--- src/rtl/clr_pkg.sv ---
// ---------------------------------------------------------------------------
// clr_pkg: shared constants for the clipped line rasterizer
// Field widths, canvas limits and register indexes.
// ---------------------------------------------------------------------------
package clr_pkg;

   localparam int CLR_COORD_BITS   = 12;
   localparam int CLR_MAX_WIDTH    = 32;
   localparam int CLR_MAX_HEIGHT   = 32;
   localparam int CLR_RESULT_LIMIT = 64;
   localparam int CLR_CNT_BITS     = $clog2(CLR_RESULT_LIMIT + 1);

   localparam int CLR_COLOR_BITS   = 32;
   localparam int CLR_XY_BITS      = 5;
   localparam int CLR_ADDR_BITS    = 10;
   localparam int CLR_SIZE_BITS    = 6;

   localparam int CSR_ADDR_BITS    = 3;
   localparam int CSR_DATA_BITS    = 32;

   localparam logic CSR_WIDTH_IDX  = 1'b0;
   localparam logic CSR_HEIGHT_IDX = 1'b1;

endpackage

--- src/rtl/clr_if.sv ---
// ---------------------------------------------------------------------------
// clr_if: request and response channels of the line rasterizer
// Valid/ready channels; a transfer happens when both are high at a clock edge.
// ---------------------------------------------------------------------------
interface clr_req_if
   import clr_pkg::*;
   #(parameter int COORD_BITS = CLR_COORD_BITS)
   ();
   logic                         valid;
   logic                         ready;
   logic signed [COORD_BITS-1:0] start_x;
   logic signed [COORD_BITS-1:0] start_y;
   logic signed [COORD_BITS-1:0] end_x;
   logic signed [COORD_BITS-1:0] end_y;
   logic [CLR_COLOR_BITS-1:0]    line_color;

   modport source (output valid, start_x, start_y, end_x, end_y, line_color,
                   input ready);
   modport sink   (input valid, start_x, start_y, end_x, end_y, line_color,
                   output ready);
endinterface

interface clr_rsp_if
   import clr_pkg::*;
   ();
   logic                      valid;
   logic                      ready;
   logic                      is_pixel;
   logic [CLR_XY_BITS-1:0]    pixel_x;
   logic [CLR_XY_BITS-1:0]    pixel_y;
   logic [CLR_ADDR_BITS-1:0]  pixel_address;
   logic [CLR_COLOR_BITS-1:0] pixel_color;
   logic                      last_item;

   modport source (output valid, is_pixel, pixel_x, pixel_y, pixel_address,
                   pixel_color, last_item, input ready);
   modport sink   (input valid, is_pixel, pixel_x, pixel_y, pixel_address,
                   pixel_color, last_item, output ready);
endinterface

--- src/rtl/clipped_line_rasterizer_top.sv ---
// ---------------------------------------------------------------------------
// clipped_line_rasterizer_top: line to clipped framebuffer pixel writes
// Walks a line column by column with one shared multiply and a bit-serial
// divider, emitting pixel writes clipped to the configured canvas.
// ---------------------------------------------------------------------------
// Usage:
//   req_if carries one line request (two signed endpoints and a color).
//   rsp_if returns the pixel writes in drawing order; the final one has
//   last_item set. A request that covers no pixel returns a single marker
//   with is_pixel = 0 and last_item = 1.
//   The APB port (psel/penable/pwrite/paddr/pwdata) holds canvas_width at
//   0x0 and canvas_height at 0x4; write them only while the block is idle.
// Sequencing:
//   One request at a time; req_if.ready is high only when idle. After setup
//   a sloped line needs one signed divide for the y intercept, one for the
//   top of the first column and one per column, each run on the shared
//   multiply and the bit-serial divider; the pixel writes of each column
//   follow its divide, and a final step closes the request.
// Reset clears the canvas to 32 x 32 and drops any request in flight.
// A stalled rsp_if holds the pending write; the block waits on the next one.
// ---------------------------------------------------------------------------
module clipped_line_rasterizer_top
   import clr_pkg::*;
   #(parameter int COORD_BITS = CLR_COORD_BITS)
   (
   input  logic                     clock,
   input  logic                     reset,
   clr_req_if.sink                  req_if,
   clr_rsp_if.source                rsp_if,
   input  logic                     psel,
   input  logic                     penable,
   input  logic                     pwrite,
   input  logic [CSR_ADDR_BITS-1:0] paddr,
   input  logic [CSR_DATA_BITS-1:0] pwdata,
   output logic [CSR_DATA_BITS-1:0] prdata,
   output logic                     pready
   );

   localparam int MW  = COORD_BITS + 1;
   localparam int PRW = 2 * MW;
   localparam int PW  = 2 * COORD_BITS - 1;
   localparam int QW  = 2 * COORD_BITS;
   localparam int CW  = 2 * COORD_BITS + 1;
   localparam int YW  = 2 * COORD_BITS + 2;
   localparam int DCW = $clog2(PW);

   localparam logic [2:0] S_IDLE  = 3'd0;
   localparam logic [2:0] S_SETUP = 3'd1;
   localparam logic [2:0] S_MUL   = 3'd2;
   localparam logic [2:0] S_LOAD  = 3'd3;
   localparam logic [2:0] S_DIV   = 3'd4;
   localparam logic [2:0] S_POST  = 3'd5;
   localparam logic [2:0] S_ROWS  = 3'd6;
   localparam logic [2:0] S_FLUSH = 3'd7;

   localparam logic [1:0] PH_C = 2'd0;
   localparam logic [1:0] PH_A = 2'd1;
   localparam logic [1:0] PH_B = 2'd2;

   // config
   logic [CLR_SIZE_BITS-1:0] canvas_width_ff, canvas_width_in;
   logic [CLR_SIZE_BITS-1:0] canvas_height_ff, canvas_height_in;
   logic [CLR_SIZE_BITS-1:0] w_eff, h_eff;

   // control
   logic [2:0]              state_ff, state_in;
   logic [1:0]              phase_ff, phase_in;
   logic [DCW-1:0]          dcnt_ff, dcnt_in;
   logic                    held_valid_ff, held_valid_in;
   logic [CLR_CNT_BITS-1:0] count_ff, count_in;
   logic                    rsp_valid_ff, rsp_valid_in;

   // request payload
   logic signed [COORD_BITS-1:0] x1_ff, x1_in, y1_ff, y1_in;
   logic signed [COORD_BITS-1:0] x2_ff, x2_in, y2_ff, y2_in;
   logic [CLR_COLOR_BITS-1:0]    color_ff, color_in;

   // datapath
   logic signed [MW-1:0]    dx_ff, dx_in, dy_ff, dy_in;
   logic signed [MW-1:0]    mul_x_ff, mul_x_in;
   logic signed [PRW-1:0]   prod_ff, prod_in;
   logic [PW-1:0]           num_ff, num_in;
   logic [COORD_BITS-1:0]   rem_ff, rem_in, div_ff, div_in;
   logic                    neg_ff, neg_in;
   logic signed [CW-1:0]    c_ff, c_in;
   logic signed [YW-1:0]    a_ff, a_in;
   logic [CLR_XY_BITS-1:0]  col_ff, col_in, col_end_ff, col_end_in;
   logic [CLR_XY_BITS-1:0]  row_ff, row_in, row_end_ff, row_end_in;
   logic                    vert_ff, vert_in;
   logic [CLR_XY_BITS-1:0]  held_x_ff, held_x_in, held_y_ff, held_y_in;
   logic [CLR_ADDR_BITS-1:0] held_addr_ff, held_addr_in;

   // response register
   logic                      rsp_pix_ff, rsp_pix_in;
   logic [CLR_XY_BITS-1:0]    rsp_x_ff, rsp_x_in, rsp_y_ff, rsp_y_in;
   logic [CLR_ADDR_BITS-1:0]  rsp_addr_ff, rsp_addr_in;
   logic [CLR_COLOR_BITS-1:0] rsp_color_ff, rsp_color_in;
   logic                      rsp_last_ff, rsp_last_in;

   // combinational helpers
   logic signed [MW-1:0]     w_m1;
   logic signed [YW-1:0]     h_m1;
   logic signed [COORD_BITS-1:0] x_lo, x_hi, y_lo, y_hi;
   logic signed [MW-1:0]     col_start, col_last;
   logic                     x1_visible;
   logic [PRW-1:0]           prod_mag;
   logic [MW-1:0]            dx_mag;
   logic [COORD_BITS+1:0]    trial;
   logic                     trial_ge;
   logic signed [QW-1:0]     quo;
   logic signed [YW-1:0]     b_val;
   logic signed [YW-1:0]     clip_lo, clip_hi, lo_c, hi_c;
   logic                     clip_empty;
   logic [10:0]              addr_full;
   logic                     out_free;
   logic                     csr_write;

   // ------------------------------------------------------------------------
   // configuration
   // ------------------------------------------------------------------------
   assign pready    = 1'b1;
   assign csr_write = psel && penable && pwrite;
   assign prdata    = (paddr[2] == CSR_HEIGHT_IDX) ? CSR_DATA_BITS'(canvas_height_ff)
                                                   : CSR_DATA_BITS'(canvas_width_ff);

   always_comb begin
      canvas_width_in  = canvas_width_ff;
      canvas_height_in = canvas_height_ff;
      if (csr_write) begin
         unique case (paddr[2])
            CSR_WIDTH_IDX:  canvas_width_in  = pwdata[CLR_SIZE_BITS-1:0];
            CSR_HEIGHT_IDX: canvas_height_in = pwdata[CLR_SIZE_BITS-1:0];
         endcase
      end
   end

   assign w_eff = (canvas_width_ff > CLR_SIZE_BITS'(CLR_MAX_WIDTH))
                  ? CLR_SIZE_BITS'(CLR_MAX_WIDTH) : canvas_width_ff;
   assign h_eff = (canvas_height_ff > CLR_SIZE_BITS'(CLR_MAX_HEIGHT))
                  ? CLR_SIZE_BITS'(CLR_MAX_HEIGHT) : canvas_height_ff;

   assign w_m1 = $signed(MW'(w_eff)) - $signed(MW'(1));
   assign h_m1 = $signed(YW'(h_eff)) - $signed(YW'(1));

   // ------------------------------------------------------------------------
   // shared datapath pieces
   // ------------------------------------------------------------------------
   assign x_lo = (x1_ff < x2_ff) ? x1_ff : x2_ff;
   assign x_hi = (x1_ff < x2_ff) ? x2_ff : x1_ff;
   assign y_lo = (y1_ff < y2_ff) ? y1_ff : y2_ff;
   assign y_hi = (y1_ff < y2_ff) ? y2_ff : y1_ff;

   assign col_start  = x_lo[COORD_BITS-1] ? '0 : MW'(x_lo);
   assign col_last   = (MW'(x_hi) > w_m1) ? w_m1 : MW'(x_hi);
   assign x1_visible = !x1_ff[COORD_BITS-1] && (MW'(x1_ff) <= w_m1);

   assign prod_mag = prod_ff[PRW-1] ? PRW'(-prod_ff) : PRW'(prod_ff);
   assign dx_mag   = dx_ff[MW-1] ? MW'(-dx_ff) : MW'(dx_ff);

   // restoring divider step
   assign trial    = {1'b0, rem_ff, num_ff[PW-1]} - {2'b00, div_ff};
   assign trial_ge = !trial[COORD_BITS+1];

   assign quo   = neg_ff ? -$signed(QW'(num_ff)) : $signed(QW'(num_ff));
   assign b_val = YW'(quo) + YW'(c_ff);

   // row span clip, shared by the vertical case and every column
   always_comb begin
      if (state_ff == S_SETUP) begin
         clip_lo = YW'(y_lo);
         clip_hi = YW'(y_hi);
      end else begin
         clip_lo = (a_ff < b_val) ? a_ff : b_val;
         clip_hi = (a_ff < b_val) ? b_val : a_ff;
      end
   end

   assign lo_c       = clip_lo[YW-1] ? '0 : clip_lo;
   assign hi_c       = (clip_hi > h_m1) ? h_m1 : clip_hi;
   assign clip_empty = lo_c > hi_c;

   assign addr_full = 11'(row_ff) * 11'(w_eff) + 11'(col_ff);
   assign out_free  = !rsp_valid_ff || rsp_if.ready;

   // ------------------------------------------------------------------------
   // sequencer
   // ------------------------------------------------------------------------
   always_comb begin
      state_in      = state_ff;
      phase_in      = phase_ff;
      dcnt_in       = dcnt_ff;
      held_valid_in = held_valid_ff;
      count_in      = count_ff;
      x1_in         = x1_ff;
      y1_in         = y1_ff;
      x2_in         = x2_ff;
      y2_in         = y2_ff;
      color_in      = color_ff;
      dx_in         = dx_ff;
      dy_in         = dy_ff;
      mul_x_in      = mul_x_ff;
      prod_in       = prod_ff;
      num_in        = num_ff;
      rem_in        = rem_ff;
      div_in        = div_ff;
      neg_in        = neg_ff;
      c_in          = c_ff;
      a_in          = a_ff;
      col_in        = col_ff;
      col_end_in    = col_end_ff;
      row_in        = row_ff;
      row_end_in    = row_end_ff;
      vert_in       = vert_ff;
      held_x_in     = held_x_ff;
      held_y_in     = held_y_ff;
      held_addr_in  = held_addr_ff;
      rsp_valid_in  = rsp_valid_ff && !rsp_if.ready;
      rsp_pix_in    = rsp_pix_ff;
      rsp_x_in      = rsp_x_ff;
      rsp_y_in      = rsp_y_ff;
      rsp_addr_in   = rsp_addr_ff;
      rsp_color_in  = rsp_color_ff;
      rsp_last_in   = rsp_last_ff;

      unique case (state_ff)
         S_IDLE: begin
            if (req_if.valid) begin
               x1_in    = req_if.start_x;
               y1_in    = req_if.start_y;
               x2_in    = req_if.end_x;
               y2_in    = req_if.end_y;
               color_in = req_if.line_color;
               state_in = S_SETUP;
            end
         end

         S_SETUP: begin
            dx_in = MW'(x1_ff) - MW'(x2_ff);
            dy_in = MW'(y1_ff) - MW'(y2_ff);
            if (x1_ff == x2_ff) begin
               vert_in = 1'b1;
               col_in  = x1_ff[CLR_XY_BITS-1:0];
               if (x1_visible && !clip_empty) begin
                  row_in     = lo_c[CLR_XY_BITS-1:0];
                  row_end_in = hi_c[CLR_XY_BITS-1:0];
                  state_in   = S_ROWS;
               end else begin
                  state_in = S_FLUSH;
               end
            end else begin
               vert_in    = 1'b0;
               col_in     = col_start[CLR_XY_BITS-1:0];
               col_end_in = col_last[CLR_XY_BITS-1:0];
               mul_x_in   = MW'(x1_ff);
               phase_in   = PH_C;
               if (col_start > col_last) begin
                  state_in = S_FLUSH;
               end else begin
                  state_in = S_MUL;
               end
            end
         end

         S_MUL: begin
            prod_in  = PRW'(dy_ff) * PRW'(mul_x_ff);
            state_in = S_LOAD;
         end

         S_LOAD: begin
            num_in   = prod_mag[PW-1:0];
            rem_in   = '0;
            div_in   = dx_mag[COORD_BITS-1:0];
            neg_in   = prod_ff[PRW-1] ^ dx_ff[MW-1];
            dcnt_in  = '0;
            state_in = S_DIV;
         end

         S_DIV: begin
            num_in  = {num_ff[PW-2:0], trial_ge};
            rem_in  = trial_ge ? trial[COORD_BITS-1:0]
                               : {rem_ff[COORD_BITS-2:0], num_ff[PW-1]};
            dcnt_in = dcnt_ff + DCW'(1);
            if (dcnt_ff == DCW'(PW - 1)) begin
               state_in = S_POST;
            end
         end

         S_POST: begin
            unique case (phase_ff)
               PH_C: begin
                  c_in     = CW'(y1_ff) - CW'(quo);
                  mul_x_in = MW'(col_ff);
                  phase_in = PH_A;
                  state_in = S_MUL;
               end
               PH_A: begin
                  a_in     = b_val;
                  mul_x_in = $signed(MW'(col_ff)) + $signed(MW'(1));
                  phase_in = PH_B;
                  state_in = S_MUL;
               end
               default: begin
                  a_in = b_val;
                  if (!clip_empty) begin
                     row_in     = lo_c[CLR_XY_BITS-1:0];
                     row_end_in = hi_c[CLR_XY_BITS-1:0];
                     state_in   = S_ROWS;
                  end else if (col_ff == col_end_ff) begin
                     state_in = S_FLUSH;
                  end else begin
                     col_in   = col_ff + CLR_XY_BITS'(1);
                     mul_x_in = $signed(MW'(col_ff)) + $signed(MW'(2));
                     state_in = S_MUL;
                  end
               end
            endcase
         end

         S_ROWS: begin
            if (!held_valid_ff || out_free) begin
               if (held_valid_ff) begin
                  rsp_valid_in = 1'b1;
                  rsp_pix_in   = 1'b1;
                  rsp_x_in     = held_x_ff;
                  rsp_y_in     = held_y_ff;
                  rsp_addr_in  = held_addr_ff;
                  rsp_color_in = color_ff;
                  rsp_last_in  = 1'b0;
               end
               held_valid_in = 1'b1;
               held_x_in     = col_ff;
               held_y_in     = row_ff;
               held_addr_in  = addr_full[CLR_ADDR_BITS-1:0];
               count_in      = count_ff + CLR_CNT_BITS'(1);
               if (count_ff == CLR_CNT_BITS'(CLR_RESULT_LIMIT - 1)) begin
                  state_in = S_FLUSH;
               end else if (row_ff != row_end_ff) begin
                  row_in = row_ff + CLR_XY_BITS'(1);
               end else if (vert_ff || (col_ff == col_end_ff)) begin
                  state_in = S_FLUSH;
               end else begin
                  col_in   = col_ff + CLR_XY_BITS'(1);
                  mul_x_in = $signed(MW'(col_ff)) + $signed(MW'(2));
                  phase_in = PH_B;
                  state_in = S_MUL;
               end
            end
         end

         S_FLUSH: begin
            if (out_free) begin
               rsp_valid_in = 1'b1;
               rsp_last_in  = 1'b1;
               if (held_valid_ff) begin
                  rsp_pix_in   = 1'b1;
                  rsp_x_in     = held_x_ff;
                  rsp_y_in     = held_y_ff;
                  rsp_addr_in  = held_addr_ff;
                  rsp_color_in = color_ff;
               end else begin
                  rsp_pix_in   = 1'b0;
                  rsp_x_in     = '0;
                  rsp_y_in     = '0;
                  rsp_addr_in  = '0;
                  rsp_color_in = '0;
               end
               held_valid_in = 1'b0;
               count_in      = '0;
               state_in      = S_IDLE;
            end
         end
      endcase
   end

   // ------------------------------------------------------------------------
   // registers
   // ------------------------------------------------------------------------
   always_ff @(posedge clock) begin
      if (reset) begin
         canvas_width_ff  <= CLR_SIZE_BITS'(CLR_MAX_WIDTH);
         canvas_height_ff <= CLR_SIZE_BITS'(CLR_MAX_HEIGHT);
         state_ff         <= S_IDLE;
         phase_ff         <= PH_C;
         dcnt_ff          <= '0;
         held_valid_ff    <= 1'b0;
         count_ff         <= '0;
         rsp_valid_ff     <= 1'b0;
      end else begin
         canvas_width_ff  <= canvas_width_in;
         canvas_height_ff <= canvas_height_in;
         state_ff         <= state_in;
         phase_ff         <= phase_in;
         dcnt_ff          <= dcnt_in;
         held_valid_ff    <= held_valid_in;
         count_ff         <= count_in;
         rsp_valid_ff     <= rsp_valid_in;
      end
   end

   always_ff @(posedge clock) begin
      x1_ff        <= x1_in;
      y1_ff        <= y1_in;
      x2_ff        <= x2_in;
      y2_ff        <= y2_in;
      color_ff     <= color_in;
      dx_ff        <= dx_in;
      dy_ff        <= dy_in;
      mul_x_ff     <= mul_x_in;
      prod_ff      <= prod_in;
      num_ff       <= num_in;
      rem_ff       <= rem_in;
      div_ff       <= div_in;
      neg_ff       <= neg_in;
      c_ff         <= c_in;
      a_ff         <= a_in;
      col_ff       <= col_in;
      col_end_ff   <= col_end_in;
      row_ff       <= row_in;
      row_end_ff   <= row_end_in;
      vert_ff      <= vert_in;
      held_x_ff    <= held_x_in;
      held_y_ff    <= held_y_in;
      held_addr_ff <= held_addr_in;
      rsp_pix_ff   <= rsp_pix_in;
      rsp_x_ff     <= rsp_x_in;
      rsp_y_ff     <= rsp_y_in;
      rsp_addr_ff  <= rsp_addr_in;
      rsp_color_ff <= rsp_color_in;
      rsp_last_ff  <= rsp_last_in;
   end

   // ------------------------------------------------------------------------
   // ports
   // ------------------------------------------------------------------------
   assign req_if.ready = (state_ff == S_IDLE);

   assign rsp_if.valid         = rsp_valid_ff;
   assign rsp_if.is_pixel      = rsp_pix_ff;
   assign rsp_if.pixel_x       = rsp_x_ff;
   assign rsp_if.pixel_y       = rsp_y_ff;
   assign rsp_if.pixel_address = rsp_addr_ff;
   assign rsp_if.pixel_color   = rsp_color_ff;
   assign rsp_if.last_item     = rsp_last_ff;

   // ------------------------------------------------------------------------
   // assertions
   // ------------------------------------------------------------------------
   a_marker_is_last: assert property (@(posedge clock) disable iff (reset)
      (rsp_valid_ff && !rsp_pix_ff) |-> rsp_last_ff)
      else $error("marker response without last_item");

   a_div_rem_bound: assert property (@(posedge clock) disable iff (reset)
      (state_ff == S_DIV) |-> (rem_ff < div_ff))
      else $error("divider remainder not below divisor");

   a_row_span: assert property (@(posedge clock) disable iff (reset)
      (state_ff == S_ROWS) |-> (row_ff <= row_end_ff))
      else $error("row walk past end of span");

   a_count_bound: assert property (@(posedge clock) disable iff (reset)
      count_ff <= CLR_CNT_BITS'(CLR_RESULT_LIMIT))
      else $error("pixel count beyond limit");

   a_idle_no_held: assert property (@(posedge clock) disable iff (reset)
      (state_ff == S_IDLE) |-> !held_valid_ff)
      else $error("pending pixel left over in idle");

endmodule
--- src/flat_wrapper.sv ---
// flat-port wrapper written by rule: the top's interface ports become plain ports
module clipped_line_rasterizer_top_flat import clr_pkg::*;
#(parameter int COORD_BITS = CLR_COORD_BITS)
  (clock, reset, psel, penable, pwrite, paddr, pwdata, prdata, pready, req_if_valid, req_if_start_x, req_if_start_y, req_if_end_x, req_if_end_y, req_if_line_color, req_if_ready, rsp_if_valid, rsp_if_is_pixel, rsp_if_pixel_x, rsp_if_pixel_y, rsp_if_pixel_address, rsp_if_pixel_color, rsp_if_last_item, rsp_if_ready);
  clr_req_if #(.COORD_BITS(COORD_BITS)) req_if_i ();
  clr_rsp_if rsp_if_i ();
  input  logic clock;
  input  logic reset;
  input  logic psel;
  input  logic penable;
  input  logic pwrite;
  input  logic [CSR_ADDR_BITS-1:0] paddr;
  input  logic [CSR_DATA_BITS-1:0] pwdata;
  output logic [CSR_DATA_BITS-1:0] prdata;
  output logic pready;
  input wire logic [$bits(req_if_i.valid)-1:0] req_if_valid;
  input wire logic [$bits(req_if_i.start_x)-1:0] req_if_start_x;
  input wire logic [$bits(req_if_i.start_y)-1:0] req_if_start_y;
  input wire logic [$bits(req_if_i.end_x)-1:0] req_if_end_x;
  input wire logic [$bits(req_if_i.end_y)-1:0] req_if_end_y;
  input wire logic [$bits(req_if_i.line_color)-1:0] req_if_line_color;
  output wire logic [$bits(req_if_i.ready)-1:0] req_if_ready;
  output wire logic [$bits(rsp_if_i.valid)-1:0] rsp_if_valid;
  output wire logic [$bits(rsp_if_i.is_pixel)-1:0] rsp_if_is_pixel;
  output wire logic [$bits(rsp_if_i.pixel_x)-1:0] rsp_if_pixel_x;
  output wire logic [$bits(rsp_if_i.pixel_y)-1:0] rsp_if_pixel_y;
  output wire logic [$bits(rsp_if_i.pixel_address)-1:0] rsp_if_pixel_address;
  output wire logic [$bits(rsp_if_i.pixel_color)-1:0] rsp_if_pixel_color;
  output wire logic [$bits(rsp_if_i.last_item)-1:0] rsp_if_last_item;
  input wire logic [$bits(rsp_if_i.ready)-1:0] rsp_if_ready;
  assign req_if_i.valid = req_if_valid;
  assign req_if_i.start_x = req_if_start_x;
  assign req_if_i.start_y = req_if_start_y;
  assign req_if_i.end_x = req_if_end_x;
  assign req_if_i.end_y = req_if_end_y;
  assign req_if_i.line_color = req_if_line_color;
  assign req_if_ready = req_if_i.ready;
  assign rsp_if_valid = rsp_if_i.valid;
  assign rsp_if_is_pixel = rsp_if_i.is_pixel;
  assign rsp_if_pixel_x = rsp_if_i.pixel_x;
  assign rsp_if_pixel_y = rsp_if_i.pixel_y;
  assign rsp_if_pixel_address = rsp_if_i.pixel_address;
  assign rsp_if_pixel_color = rsp_if_i.pixel_color;
  assign rsp_if_last_item = rsp_if_i.last_item;
  assign rsp_if_i.ready = rsp_if_ready;
  clipped_line_rasterizer_top #(.COORD_BITS(COORD_BITS)) u_core (.clock(clock), .reset(reset), .req_if(req_if_i), .rsp_if(rsp_if_i), .psel(psel), .penable(penable), .pwrite(pwrite), .paddr(paddr), .pwdata(pwdata), .prdata(prdata), .pready(pready));
endmodule
--- config.mk ---
export PLATFORM = sky130hd
export DESIGN_NAME = clipped_line_rasterizer_top_flat
export DESIGN_NICKNAME = d
export VERILOG_FILES = /design/src/rtl/clr_pkg.sv /design/src/rtl/clr_if.sv /design/src/rtl/clipped_line_rasterizer_top.sv /design/src/flat_wrapper.sv
export SDC_FILE = /design/constraint.sdc
export NUM_CORES = 1
export LEC_CHECK = 0
export ABC_CLOCK_PERIOD_IN_PS = 22800
export BUFFER_PORTS_ARGS = -buffer_cell sky130_fd_sc_hd__buf_2
export CORE_MARGIN = 2
export CORE_UTILIZATION = 65
export CTS_BUF_LIST = sky130_fd_sc_hd__clkbuf_2
export DETAILED_ROUTE_END_ITERATION = 8
export GPL_ROUTABILITY_DRIVEN = 0
export PLACE_DENSITY_LB_ADDON = 0.12
export RECOVER_POWER = 50
export SYNTH_ARGS = -nofsm -noshare
export SYNTH_HDL_FRONTEND = slang
export SYNTH_SLANG_ARGS = --single-unit
--- constraint.sdc ---
create_clock -name clock -period 22.8 [get_ports clock]
set_input_delay 2.28 -clock clock [delete_from_list [all_inputs] [get_ports clock]]
set_output_delay 2.28 -clock clock [all_outputs]
set_load 0.05 [all_outputs]
* Word-level counts from Yosys, hierarchy flattened
Index checks and enable logic that the tools add are counted.
W data, S select, Z words.
** Cells by class
- Add/sub/neg operators :: 17
- $mul :: 2
- Div/mod/pow operators :: 0
- Magnitude comparators :: 10
- Equal/unequal tests :: 33
- Shift operators :: 0
- Multiplexer cells :: 114
- Bitwise operators :: 4
- Reduce and logical (&&, ||, !) cells :: 36
** Operators by type and width (count)
- $mux W5 :: 27
- $mux W26 :: 5
- $mux W32 :: 4
- $mux W13 :: 8
- $mux W12 :: 6
- $pmux W32 S2 :: 1
- $gt A26 B26 Y1 :: 2
- $pmux W23 S2 :: 1
- $mux W10 :: 4
- $pmux W5 S2 :: 4
- $pmux W13 S3 :: 1
- $mux W3 :: 12
- $pmux W5 S3 :: 2
- $add A24 B25 Y26 :: 1
- $lt A26 B26 Y1 :: 1
- $mul A13 B13 Y26 :: 1
- $pmux W13 S2 :: 1
- $sub A12 B12 Y13 :: 2
- $mux W25 :: 1
- $sub A12 B24 Y25 :: 1
- $lt A12 B12 Y1 :: 2
- $mux W24 :: 1
- $neg A23 Y24 :: 1
- $pmux W12 S2 :: 1
- other kinds (57) :: 126
** Word-level totals
- Register bits :: 370
- Bits in latches :: 0
- Bits in writable memories :: 0
- Bits in read-only memories :: 0
- Input port bits :: 122
- Output and inout port bits :: 89
- Logic and storage cells :: 253
- Memories :: 0

* Logic depth before layout (Yosys ltp)
Gate-level depths: netlist (run 1).
- Depth in word-level cells :: 14
- Depth in mapped cells :: 62

* Least setup slack after synthesis (run 1)
No wires, ideal clock.
- Path kind :: register to register
- Start point :: register u_core.num_ff[5]
- End point :: register u_core.row_end_ff[0] (enable)
- Arrival time :: 11.830 ns
- Setup slack :: 10.589 ns
- Stages on the path, launching flop included :: 62
- Clock period less this slack :: 12.211 ns
- Cell sequence :: edfxtp_1 > or4_1 > nor4_1 > nand2b_1 > or3_1 > or4_1 > o21ai_0 > xnor2_1 > ha_1 > buf_2 > and4_1 > and3b_1 > buf_2 > a21oi_1 > o21ai_0 > a21o_1 > a21oi_1 > xnor2_1 > [... 26 more ...] > buf_6 > a21oi_1 > ha_1 > nor2b_1 > o21a_1 > o21a_1 > o21a_1 > o21a_1 > o21a_1 > o21a_1 > o21a_1 > o21ai_0 > nand2b_1 > a21oi_1 > o21a_1 > o21bai_1 > a21o_1 > nor4_1
** Between the ends
- Cells in the longest elaborated chain, start to end :: 13
- Elaborated cells between the ends (all ways) :: 17
** Ends and longest elaborated chain
- from (decl) :: line clipped_line_rasterizer_top.sv:82 : logic [PW-1:0] num_ff, num_in;
- from (signal assigned) :: line clipped_line_rasterizer_top.sv:410 : num_ff <= num_in;
- $neg A23 Y24 :: line clipped_line_rasterizer_top.sv:164 : assign quo = neg_ff ? -$signed(QW'(num_ff)) : $signed(QW'(num_ff));
- $mux W24 * :: line clipped_line_rasterizer_top.sv:164
- $add A24 B25 Y26 * :: line clipped_line_rasterizer_top.sv:165 : assign b_val = YW'(quo) + YW'(c_ff);
- net u_core.b_val[23] :: line clipped_line_rasterizer_top.sv:111 : logic signed [YW-1:0] b_val;
- $lt A26 B26 Y1 :: line clipped_line_rasterizer_top.sv:173, clipped_line_rasterizer_top.sv:174
- $mux W26 :: line clipped_line_rasterizer_top.sv:174 : clip_hi = (a_ff < b_val) ? b_val : a_ff;
- $mux W26 :: line clipped_line_rasterizer_top.sv:169 : if (state_ff == S_SETUP) begin
- $gt A26 B26 Y1 :: line clipped_line_rasterizer_top.sv:179 : assign hi_c = (clip_hi > h_m1) ? h_m1 : clip_hi;
- $mux W26 :: line clipped_line_rasterizer_top.sv:179
- $gt A26 B26 Y1 * :: line clipped_line_rasterizer_top.sv:180 : assign clip_empty = lo_c > hi_c;
- $logic_not A1 Y1 :: line clipped_line_rasterizer_top.sv:243 : if (x1_visible && !clip_empty) begin
- $logic_and A1 B1 Y1 :: line clipped_line_rasterizer_top.sv:243
- $ne A2 B2 Y1 (no line)
- $reduce_and A5 Y1 (no line) *
- to (signal assigned) :: line clipped_line_rasterizer_top.sv:419 : row_end_ff <= row_end_in;
- to (decl) :: line clipped_line_rasterizer_top.sv:88 : logic [CLR_XY_BITS-1:0] row_ff, row_in, row_end_ff, row_end_in;
The timed path passes the listed nets; every way through them passes the cells marked *.
A chain may end at the register's enable or synchronous reset.

* Final worst setup path (run 1)
Ends and elaborated chain as after synthesis.

==> results of run 1 <==
==> layout make-up <==
class | count | area, µm² | area share, %
Antenna cell | 6 | 15.0 | 0.0463
Clock buffer | 140 | 701 | 2.16
Clock inverter | 36 | 238 | 0.734
Inverter | 326 | 1220 | 3.78
Multi-Input combinational cell | 2179 | 17900 | 55.2
Sequential cell | 367 | 10700 | 33.1
Tap cell | 607 | 759 | 2.34
Timing Repair Buffer | 171 | 861 | 2.66
==> synthesized netlist by cell type, types with 82 or more instances <==
cell,number
fa_1,184
xnor2_1,113
nor2_1,170
and2_1,145
nand2_1,249
mux2i_1,84
inv_1,324
ha_1,293
clkbuf_1,82
o21ai_0,129
edfxtp_1,336
a21oi_1,156
==> layout by cell type, fill, tap and decap left out, types with 22 or more instances in the layout <==
| master | synthesis | routed |
|---|---|---|
| clkbuf_2 | 0 | 140 |
| dfxtp_1 | 31 | 31 |
| o21a_1 | 43 | 43 |
| fa_1 | 184 | 184 |
| conb_1 | 2 | 27 |
| and2_1 | 145 | 95 |
| mux2_2 | 31 | 31 |
| buf_2 | 16 | 148 |
| nor3_1 | 27 | 26 |
| nor2_1 | 170 | 168 |
| nand2_1 | 249 | 249 |
| or3_1 | 22 | 22 |
| nand4_1 | 24 | 24 |
| xnor2_1 | 113 | 113 |
| a21oi_1 | 156 | 155 |
| mux2i_1 | 84 | 84 |
| nor2b_1 | 41 | 41 |
| nand2b_1 | 36 | 36 |
| clkinv_1 | 2 | 23 |
| o31ai_1 | 30 | 30 |
| nand3_1 | 51 | 51 |
| xor2_1 | 64 | 64 |
| and2_0 | 0 | 50 |
| o21ai_0 | 129 | 130 |
| edfxtp_1 | 336 | 336 |
| a211oi_1 | 25 | 25 |
| a21o_1 | 53 | 52 |
| ha_1 | 293 | 293 |
| inv_1 | 324 | 325 |
==> per-stage QoR <==
stage	area [µm²]	util, %	setup WS [ns]	cells
6_report	32400	70.0	8.02	3832
5_1_grt	32400	70.0	6.90	3832
4_1_cts	32400	70.1	8.12	3826
3_5_place_dp	31500	68.1	8.18	3650
3_3_place_gp	31500	68.1	8.45	3650
2_1_floorplan	30400	-	10.59	3006
==> logic make-up (layout without fill, tap and decap cells) <==
| group | count (synthesis) | in the layout |
|---|---|---|
| flops | 367 | 367 |
| fa+ha+maj | 478 | 478 |
| simple gates | 815 | 815 |
| xor+xnor | 177 | 177 |
| buf+inv | 460 | 673 |
| compound gates | 567 | 567 |
| mux | 115 | 115 |
| other cells | 2 | 33 |
==> worst max-delay path, delay by kind of cell (launching register included) <==
family,cells,cell delay (ns)
compound gates,30,5.09
xor+xnor,2,0.51
fa+ha+maj,5,1.72
buf+inv,2,0.73
flops,1,0.47
mux,1,0.27
simple gates,18,5.63
==> layer usage <==
metal  track usage, %  wire [µm]  vias up
met3             5.12       4140      160
met5                0         13        -
met4             11.3       2110        2
met1             36.9      28700    10900
li1                 -          -    10700
met2             51.0      35000      758
==> flip-flops by register name, summed over array words and instances (netlist names), 6 cells and up <==
register / cells
u_core.color_ff: 32
u_core.rsp_if.pixel_color: 32
u_core.a_ff: 26
u_core.c_ff: 25
u_core.prod_ff: 24
u_core.num_ff: 23
u_core.dx_ff: 13
u_core.dy_ff: 13
u_core.div_ff: 12
u_core.mul_x_ff: 12
u_core.rem_ff: 12
u_core.x1_ff: 12
u_core.x2_ff: 12
u_core.y1_ff: 12
u_core.y2_ff: 12
u_core.held_addr_ff: 10
u_core.rsp_if.pixel_address: 10
u_core.count_ff: 7
u_core.canvas_height_ff: 6
u_core.canvas_width_ff: 6
==> how the worst min path moves through the flow <==
stage / from / cells past startpoint / slack, ns / end
finish: u_core.count_ff[5] / 1 / 0.48 / u_core.count_ff[5]
global route: u_core.count_ff[5] / 1 / 0.51 / u_core.count_ff[5]
CTS: u_core.count_ff[5] / 1 / 0.48 / u_core.count_ff[5]
detailed placement: u_core.count_ff[5] / 1 / 0.46 / u_core.count_ff[5]
global placement: u_core.count_ff[5] / 1 / 0.45 / u_core.count_ff[5]
floorplan: u_core.col_ff[4] / 0 / 0.42 / u_core.held_x_ff[4]
==> flow_summary.toml, run 1 <==
[status]
status = "finished, violations left"
violations = "max-capacitance violations, max-slew violations"

[detailed_routing]
wire_per_inst_um = 18.3
drt_iter0_markers = 1675
postRouteAntennaNets = 0
drc = 0
drt_wl_total_um = 70000
drt_pass1_iterations = 6
num_vias = 22500
routed_via_density = 5.87

[cts]
cts_max_level = 3
postCtsSetupRepairBufs = 0
insertion_delay_ns = 1.14
clk_pin_slew_ns = 0.13
cts_hold_buf = 0
cts_resized = 0
cts_tree = "built"
numCtsBuffers = 98
root_buffer = "clkbuf_2"
clk_path_buf_depth = 3
clock-sinks = 367

[finish]
drive_above_1_share_pct = 11.4
fin_nets = 3742
syn2layout_area_growth_pct = 6.83
fillerInstances = 3505

[logic_synthesis]
synth_edf_count = 336
syn_area_um2 = 30300
netlist.area_leader.share_pct = 33.3
ys_seq_area_share_pct = 35.3
synth_adder_area_share_pct = 24.3
async_flop_share_pct = 0
syn-mean-instance-area_um2 = 10.2
yosys.area_share.xor_xnor_pct = 5.11
ys.flop_type = "edfxtp_1"
synthSimpleGateAreaFrac_pct = 13.2
synth_cell_types = 76
synth_cells = 2981
synth_compound_gate_area_share_pct = 12.1
ys_seq_elements = 367
ys_warn_count = 0
synth_top_family_by_area = "adder cells"
synthMuxAreaShare_pct = 3.92
post-synth-top-area-cell = "edfxtp_1"
synthTopCellsByArea = "edfxtp_1, fa_1, ha_1"

[sta]
worst-slew-pin-transition_ns = 5.70
drv_slew = 378
tns_ns = 0
rsz0062_at_grt = "no"
slew_headroom_pct = -280
fin_crit_ns = 14.78
worst_clock_skew_ns = 0.124
fin_crit_sh_pct = 64.8
finalSetupViolations = 0
whs_ns = 0.480
hold_viol = 0
max_freq_ghz = 0.0677

[floorplanning]
die_h_um = 220
rows = 79
fp.dieW_um = 220
dieArea_um2 = 48400
io_pins = 211
core_area_um2 = 46300
start_util_pct = 65.6

[setup_path]
critical_path_class = "reg -> reg"
r2r_end = "u_core.row_end_ff[0]"
crit_arrival_ns = 15.51
start_kind = "register"
reg2reg_from = "u_core.num_ff[5]"
required_ns = 23.53
critPathMostFrequentCell = "o21a_1"
crit_start = "u_core.num_ff[5]"
r2r_setup_slack_ns = 8.02
crit_slowest_cell = "nor4_1"
endpoint = "u_core.row_end_ff[0]"
ff2ff_path_depth = 58
end_kind = "register"
slowest_delay_ns = 0.84
crit_fanout = 59

[global_route]
grt_overflow = 0
grt_pass1_wl_um = 113000
grt_antenna_before_repair = 4
grt_usage_pct = 29.5
grt_pass1_vias = 22800
grt_max_degree = 81

[place]
place_hpwl_um = 52900
io_buffers = 155

[run]
maxCapViolations = 8

[min_path]
hold_class = "reg -> reg"
Power of run 1 is left out: the tool's default activity adds up to more than one toggle a clock period on the data nets, which glitch-free logic cannot reach.
==> run 2: changes to the inputs <==
ABC_AREA = 1   (was not set)
ABC_CLOCK_PERIOD_IN_PS = 13300   (was 22800)
CORE_UTILIZATION = 58   (was 65)
clock period = 13.3 ns   (was 22.8 ns; I/O delays follow)
==> flow_summary.toml, run 2 <==
[cts]
insertion_delay_ns = 1.09
postCtsSetupRepairBufs = 0
clock-sinks = 367
root_buffer = "clkbuf_2"
numCtsBuffers = 97
clk_path_buf_depth = 3
clk_pin_slew_ns = 0.12
cts_tree = "built"
cts_resized = 0
cts_hold_buf = 0
cts_max_level = 3

[setup_path]
reg2reg_from = "u_core.num_ff[0]"
crit_fanout = 72
end_kind = "register"
required_ns = 14.04
crit_start = "u_core.num_ff[0]"
start_kind = "register"
critical_path_class = "reg -> reg"
slowest_delay_ns = 0.66
crit_slowest_cell = "a2111oi_0"
critPathMostFrequentCell = "nand2_1"
crit_arrival_ns = 12.42

[global_route]
grt_max_degree = 81
grt_overflow = 0
grt_antenna_before_repair = 1
grt_pass1_wl_um = 115000
grt_usage_pct = 26.6
grt_pass1_vias = 23500

[sta]
slew_headroom_pct = -213
worst_clock_skew_ns = 0.0946
finalSetupViolations = 0
tns_ns = 0
drv_slew = 312
fin_crit_sh_pct = 87.8
worst-slew-pin-transition_ns = 4.70
rsz0062_at_grt = "no"
hold_viol = 0
max_freq_ghz = 0.0857
fin_crit_ns = 11.67

[detailed_routing]
drt_pass1_iterations = 6
drt_wl_total_um = 70300
wire_per_inst_um = 16.3
drt_iter0_markers = 1564
routed_via_density = 5.46
num_vias = 23600
drc = 0
postRouteAntennaNets = 0

[logic_synthesis]
ys_seq_area_share_pct = 35.4
ys_warn_count = 0
yosys-top-cells-count = "inv_1, nand2_1, edfxtp_1"
synth_edf_count = 336
synth_cells = 3399
async_flop_share_pct = 0
synth_cell_types = 60
netlist.area_leader.share_pct = 33.3
synthTopCellsByArea = "edfxtp_1, fa_1, ha_1"
syn_area_um2 = 30300
synth_most_common_cell = "inv_1"
post-synth-top-area-cell = "edfxtp_1"
ys.flop_type = "edfxtp_1"
syn-mean-instance-area_um2 = 8.91
ys_seq_elements = 367

[min_path]
hold_class = "in -> reg"
hp-start = "req_if_start_y[5]"

[floorplanning]
start_util_pct = 58.9
io_pins = 211
fp.dieW_um = 232
rows = 83
dieArea_um2 = 54000
core_area_um2 = 51400
die_h_um = 232

[place]
place_hpwl_um = 54100
io_buffers = 155

[status]
status = "finished, violations left"
violations = "max-capacitance violations, max-slew violations"

[run]
maxCapViolations = 9

[finish]
final_common_cell = "inv_1"
drive_above_1_share_pct = 10.2
fin_nets = 4172
syn2layout_area_growth_pct = 6.88
mostFrequentLayoutCells = "inv_1, nand2_1, edfxtp_1"
==> run 2: cell type report <==
class | instances | area [µm²]
repair buffers | 167 | 832
well taps | 680 | 851
clock inverters | 39 | 218
inverters | 638 | 2400
clock buffers | 128 | 641
flip-flops and latches | 367 | 10700
fillers | 4477 | 19100
diodes | 1 | 2.50
multi-input cells | 2302 | 16700
==> run 2: final timing paths <==
kind / endpoint / slack [ns] / depth (start not counted)
setup / recovery: u_core.row_end_ff[1] / 1.63 / 62
hold / removal: u_core.y1_ff[5] / 0.41 / 1
setup reg to reg: u_core.row_end_ff[1] / 1.63 / 62
hold reg to reg: u_core.count_ff[6] / 0.50 / 2
==> run 2: logic make-up after synthesis <==
logic type	share of synthesized area [%]
other cells	0.0248
flops	35.4
xor+xnor	5.32
compound gates	11.1
fa+ha+maj	24.3
simple gates	14.1
buf+inv	9.80
==> run 2: layer usage <==
layer | part of all wire [%] | up-vias | track usage [%]
li1 | - | 11500 | -
met1 | 42 | 11200 | 34.1
met2 | 49 | 801 | 45.9
met3 | 6.3 | 144 | 3.90
met4 | 2.9 | 0 | 9.19
met5 | 0 | - | 0
==> run 2: critical path, delay by kind of cell (launching register included) <==
family                     cells  cell delay [ns]
AOI/OAI and AO/OA             17             3.56
xor gates and xnor gates       2             0.54
adders and majority gates      4             1.23
buffers and inverters          9             0.93
DFF                            1             0.51
and+or+nand+nor               30             4.53
==> run 2: per-stage QoR <==
stage	hold slack, ns	cell area (µm²)	worst slack (ns)	instances	utilization [%]
finish	0.411	32400	1.63	4322	62.9
global route	0.312	32400	0.552	4322	62.9
CTS	0.280	32400	1.83	4321	63.1
detailed placement	0.480	31600	1.95	4154	61.4
global placement	0.463	31600	2.18	4154	61.4
floorplan	0.424	30400	4.63	3424	-
Power of run 2 is left out for the same reason.
==> run 3: changes to the inputs <==
BUFFER_PORTS_ARGS = not set   (was -buffer_cell sky130_fd_sc_hd__buf_2)
CORE_UTILIZATION = 61   (was 58)
DONT_BUFFER_PORTS = 1   (was not set)
==> flow_summary.toml, run 3 (synthesis results as in run 2) <==
[sta]
fin_crit_ns = 11.56
worst-slew-pin-transition_ns = 2.29
max_freq_ghz = 0.0865
tns_ns = 0
finalSetupViolations = 0
fin_crit_sh_pct = 86.9
whs_ns = 0.252
setup_slack_ns = 1.74
slew_headroom_pct = -52.7
hold_viol = 0
drv_slew = 263
worst_clock_skew_ns = 0.0758
rsz0062_at_grt = "no"

[setup_path]
crit_arrival_ns = 12.33
critPathMostFrequentCell = "nand2_1"
crit_fanout = 72
start_kind = "register"
slowest_delay_ns = 0.52
end_kind = "register"
required_ns = 14.07
critical_path_class = "reg -> reg"
crit_slowest_cell = "nand2_4"

[min_path]
hold_class = "in -> reg"

[global_route]
grt_usage_pct = 28.0
grt_antenna_before_repair = 2
grt_overflow = 0
grt_pass1_wl_um = 114000
grt_pass1_vias = 23200
grt_max_degree = 73

[floorplanning]
core_area_um2 = 49000
start_util_pct = 61.8
io_pins = 211
rows = 81
dieArea_um2 = 51400
fp.dieW_um = 227
die_h_um = 227

[finish]
syn2layout_area_growth_pct = 4.32
final_common_cell = "inv_1"
drive_above_1_share_pct = 6.53
finalInstanceArea_um2 = 31600
mostFrequentLayoutCells = "inv_1, nand2_1, edfxtp_1"
fin_nets = 4019

[place]
placed_area_um2 = 30800
io_buffers = 0
place_hpwl_um = 53800
pre_cts_slack_ns = 1.98

[detailed_routing]
postRouteAntennaNets = 0
routed_via_density = 5.58
drt_pass1_iterations = 8
drt_iter0_markers = 1678
num_vias = 23200
wire_per_inst_um = 16.9
drc = 0
drt_wl_total_um = 70200

[cts]
clk_pin_slew_ns = 0.12
insertion_delay_ns = 1.14
clock-sinks = 367
clk_path_buf_depth = 3
cts_resized = 0
numCtsBuffers = 98
cts_hold_buf = 0
cts_max_level = 3
cts_tree = "built"
postCtsSetupRepairBufs = 0
root_buffer = "clkbuf_2"

[status]
violations = "max-capacitance violations, max-slew violations"
status = "finished, violations left"

[run]
maxCapViolations = 9
## run 3: cell types whose count changed in the layout (fill, tap and decap cells not counted), moves of 2 or more
cell	previous run	this run
buf_2	152	0
clkbuf_2	128	143
clkinv_2	11	5
o21ai_0	213	207
o21ai_1	15	21
diode_2	1	4
bufinv_16	2	0
clkbuf_1	11	9
clkinv_1	29	27
clkinvlp_4	0	2
## run 3: final cells by class
class | count | area (µm²)
fillers | 4133 | 17400
multi-input cells | 2302 | 16700
flip-flops and latches | 367 | 10700
inverters | 638 | 2400
well taps | 664 | 831
clock buffers | 143 | 716
clock inverters | 31 | 140
repair buffers | 13 | 63.8
diodes | 4 | 10.0
## run 3: path summary, 6_finish.rpt
path | start | endpoint | slack, ns | depth (start not counted)
worst max-delay path | u_core.num_ff[0] | u_core.row_end_ff[1] | 1.74 | 62
worst min-delay path | reset | u_core.count_ff[6] | 0.25 | 1
worst max register to register | u_core.num_ff[0] | u_core.row_end_ff[1] | 1.74 | 62
worst min register to register | u_core.count_ff[6] | u_core.count_ff[6] | 0.48 | 2
## run 3: critical path: cells and delay by family (launching register included)
family / cells / cell delay, ns
DFF: 1 / 0.51
and+or+nand+nor: 30 / 4.57
AOI/OAI and AO/OA: 17 / 3.40
buffers and inverters: 9 / 0.94
adders and majority gates: 4 / 1.25
xor gates and xnor gates: 2 / 0.55
## run 3: per-layer routing
metal / wire length, µm / track usage [%]
met5: 0 / 0
met4: 2400 / 11.7
met3: 4820 / 5.49
met1: 29100 / 35.1
met2: 33900 / 47.6
## run 3: stage by stage
stage	cells	util (%)
after CTS	4158	64.6
after detailed placement	3984	62.9
after global placement	3984	62.9
final	4162	64.5
after floorplan	3424	-
after global routing	4162	64.5
Power of run 3 is left out for the same reason.
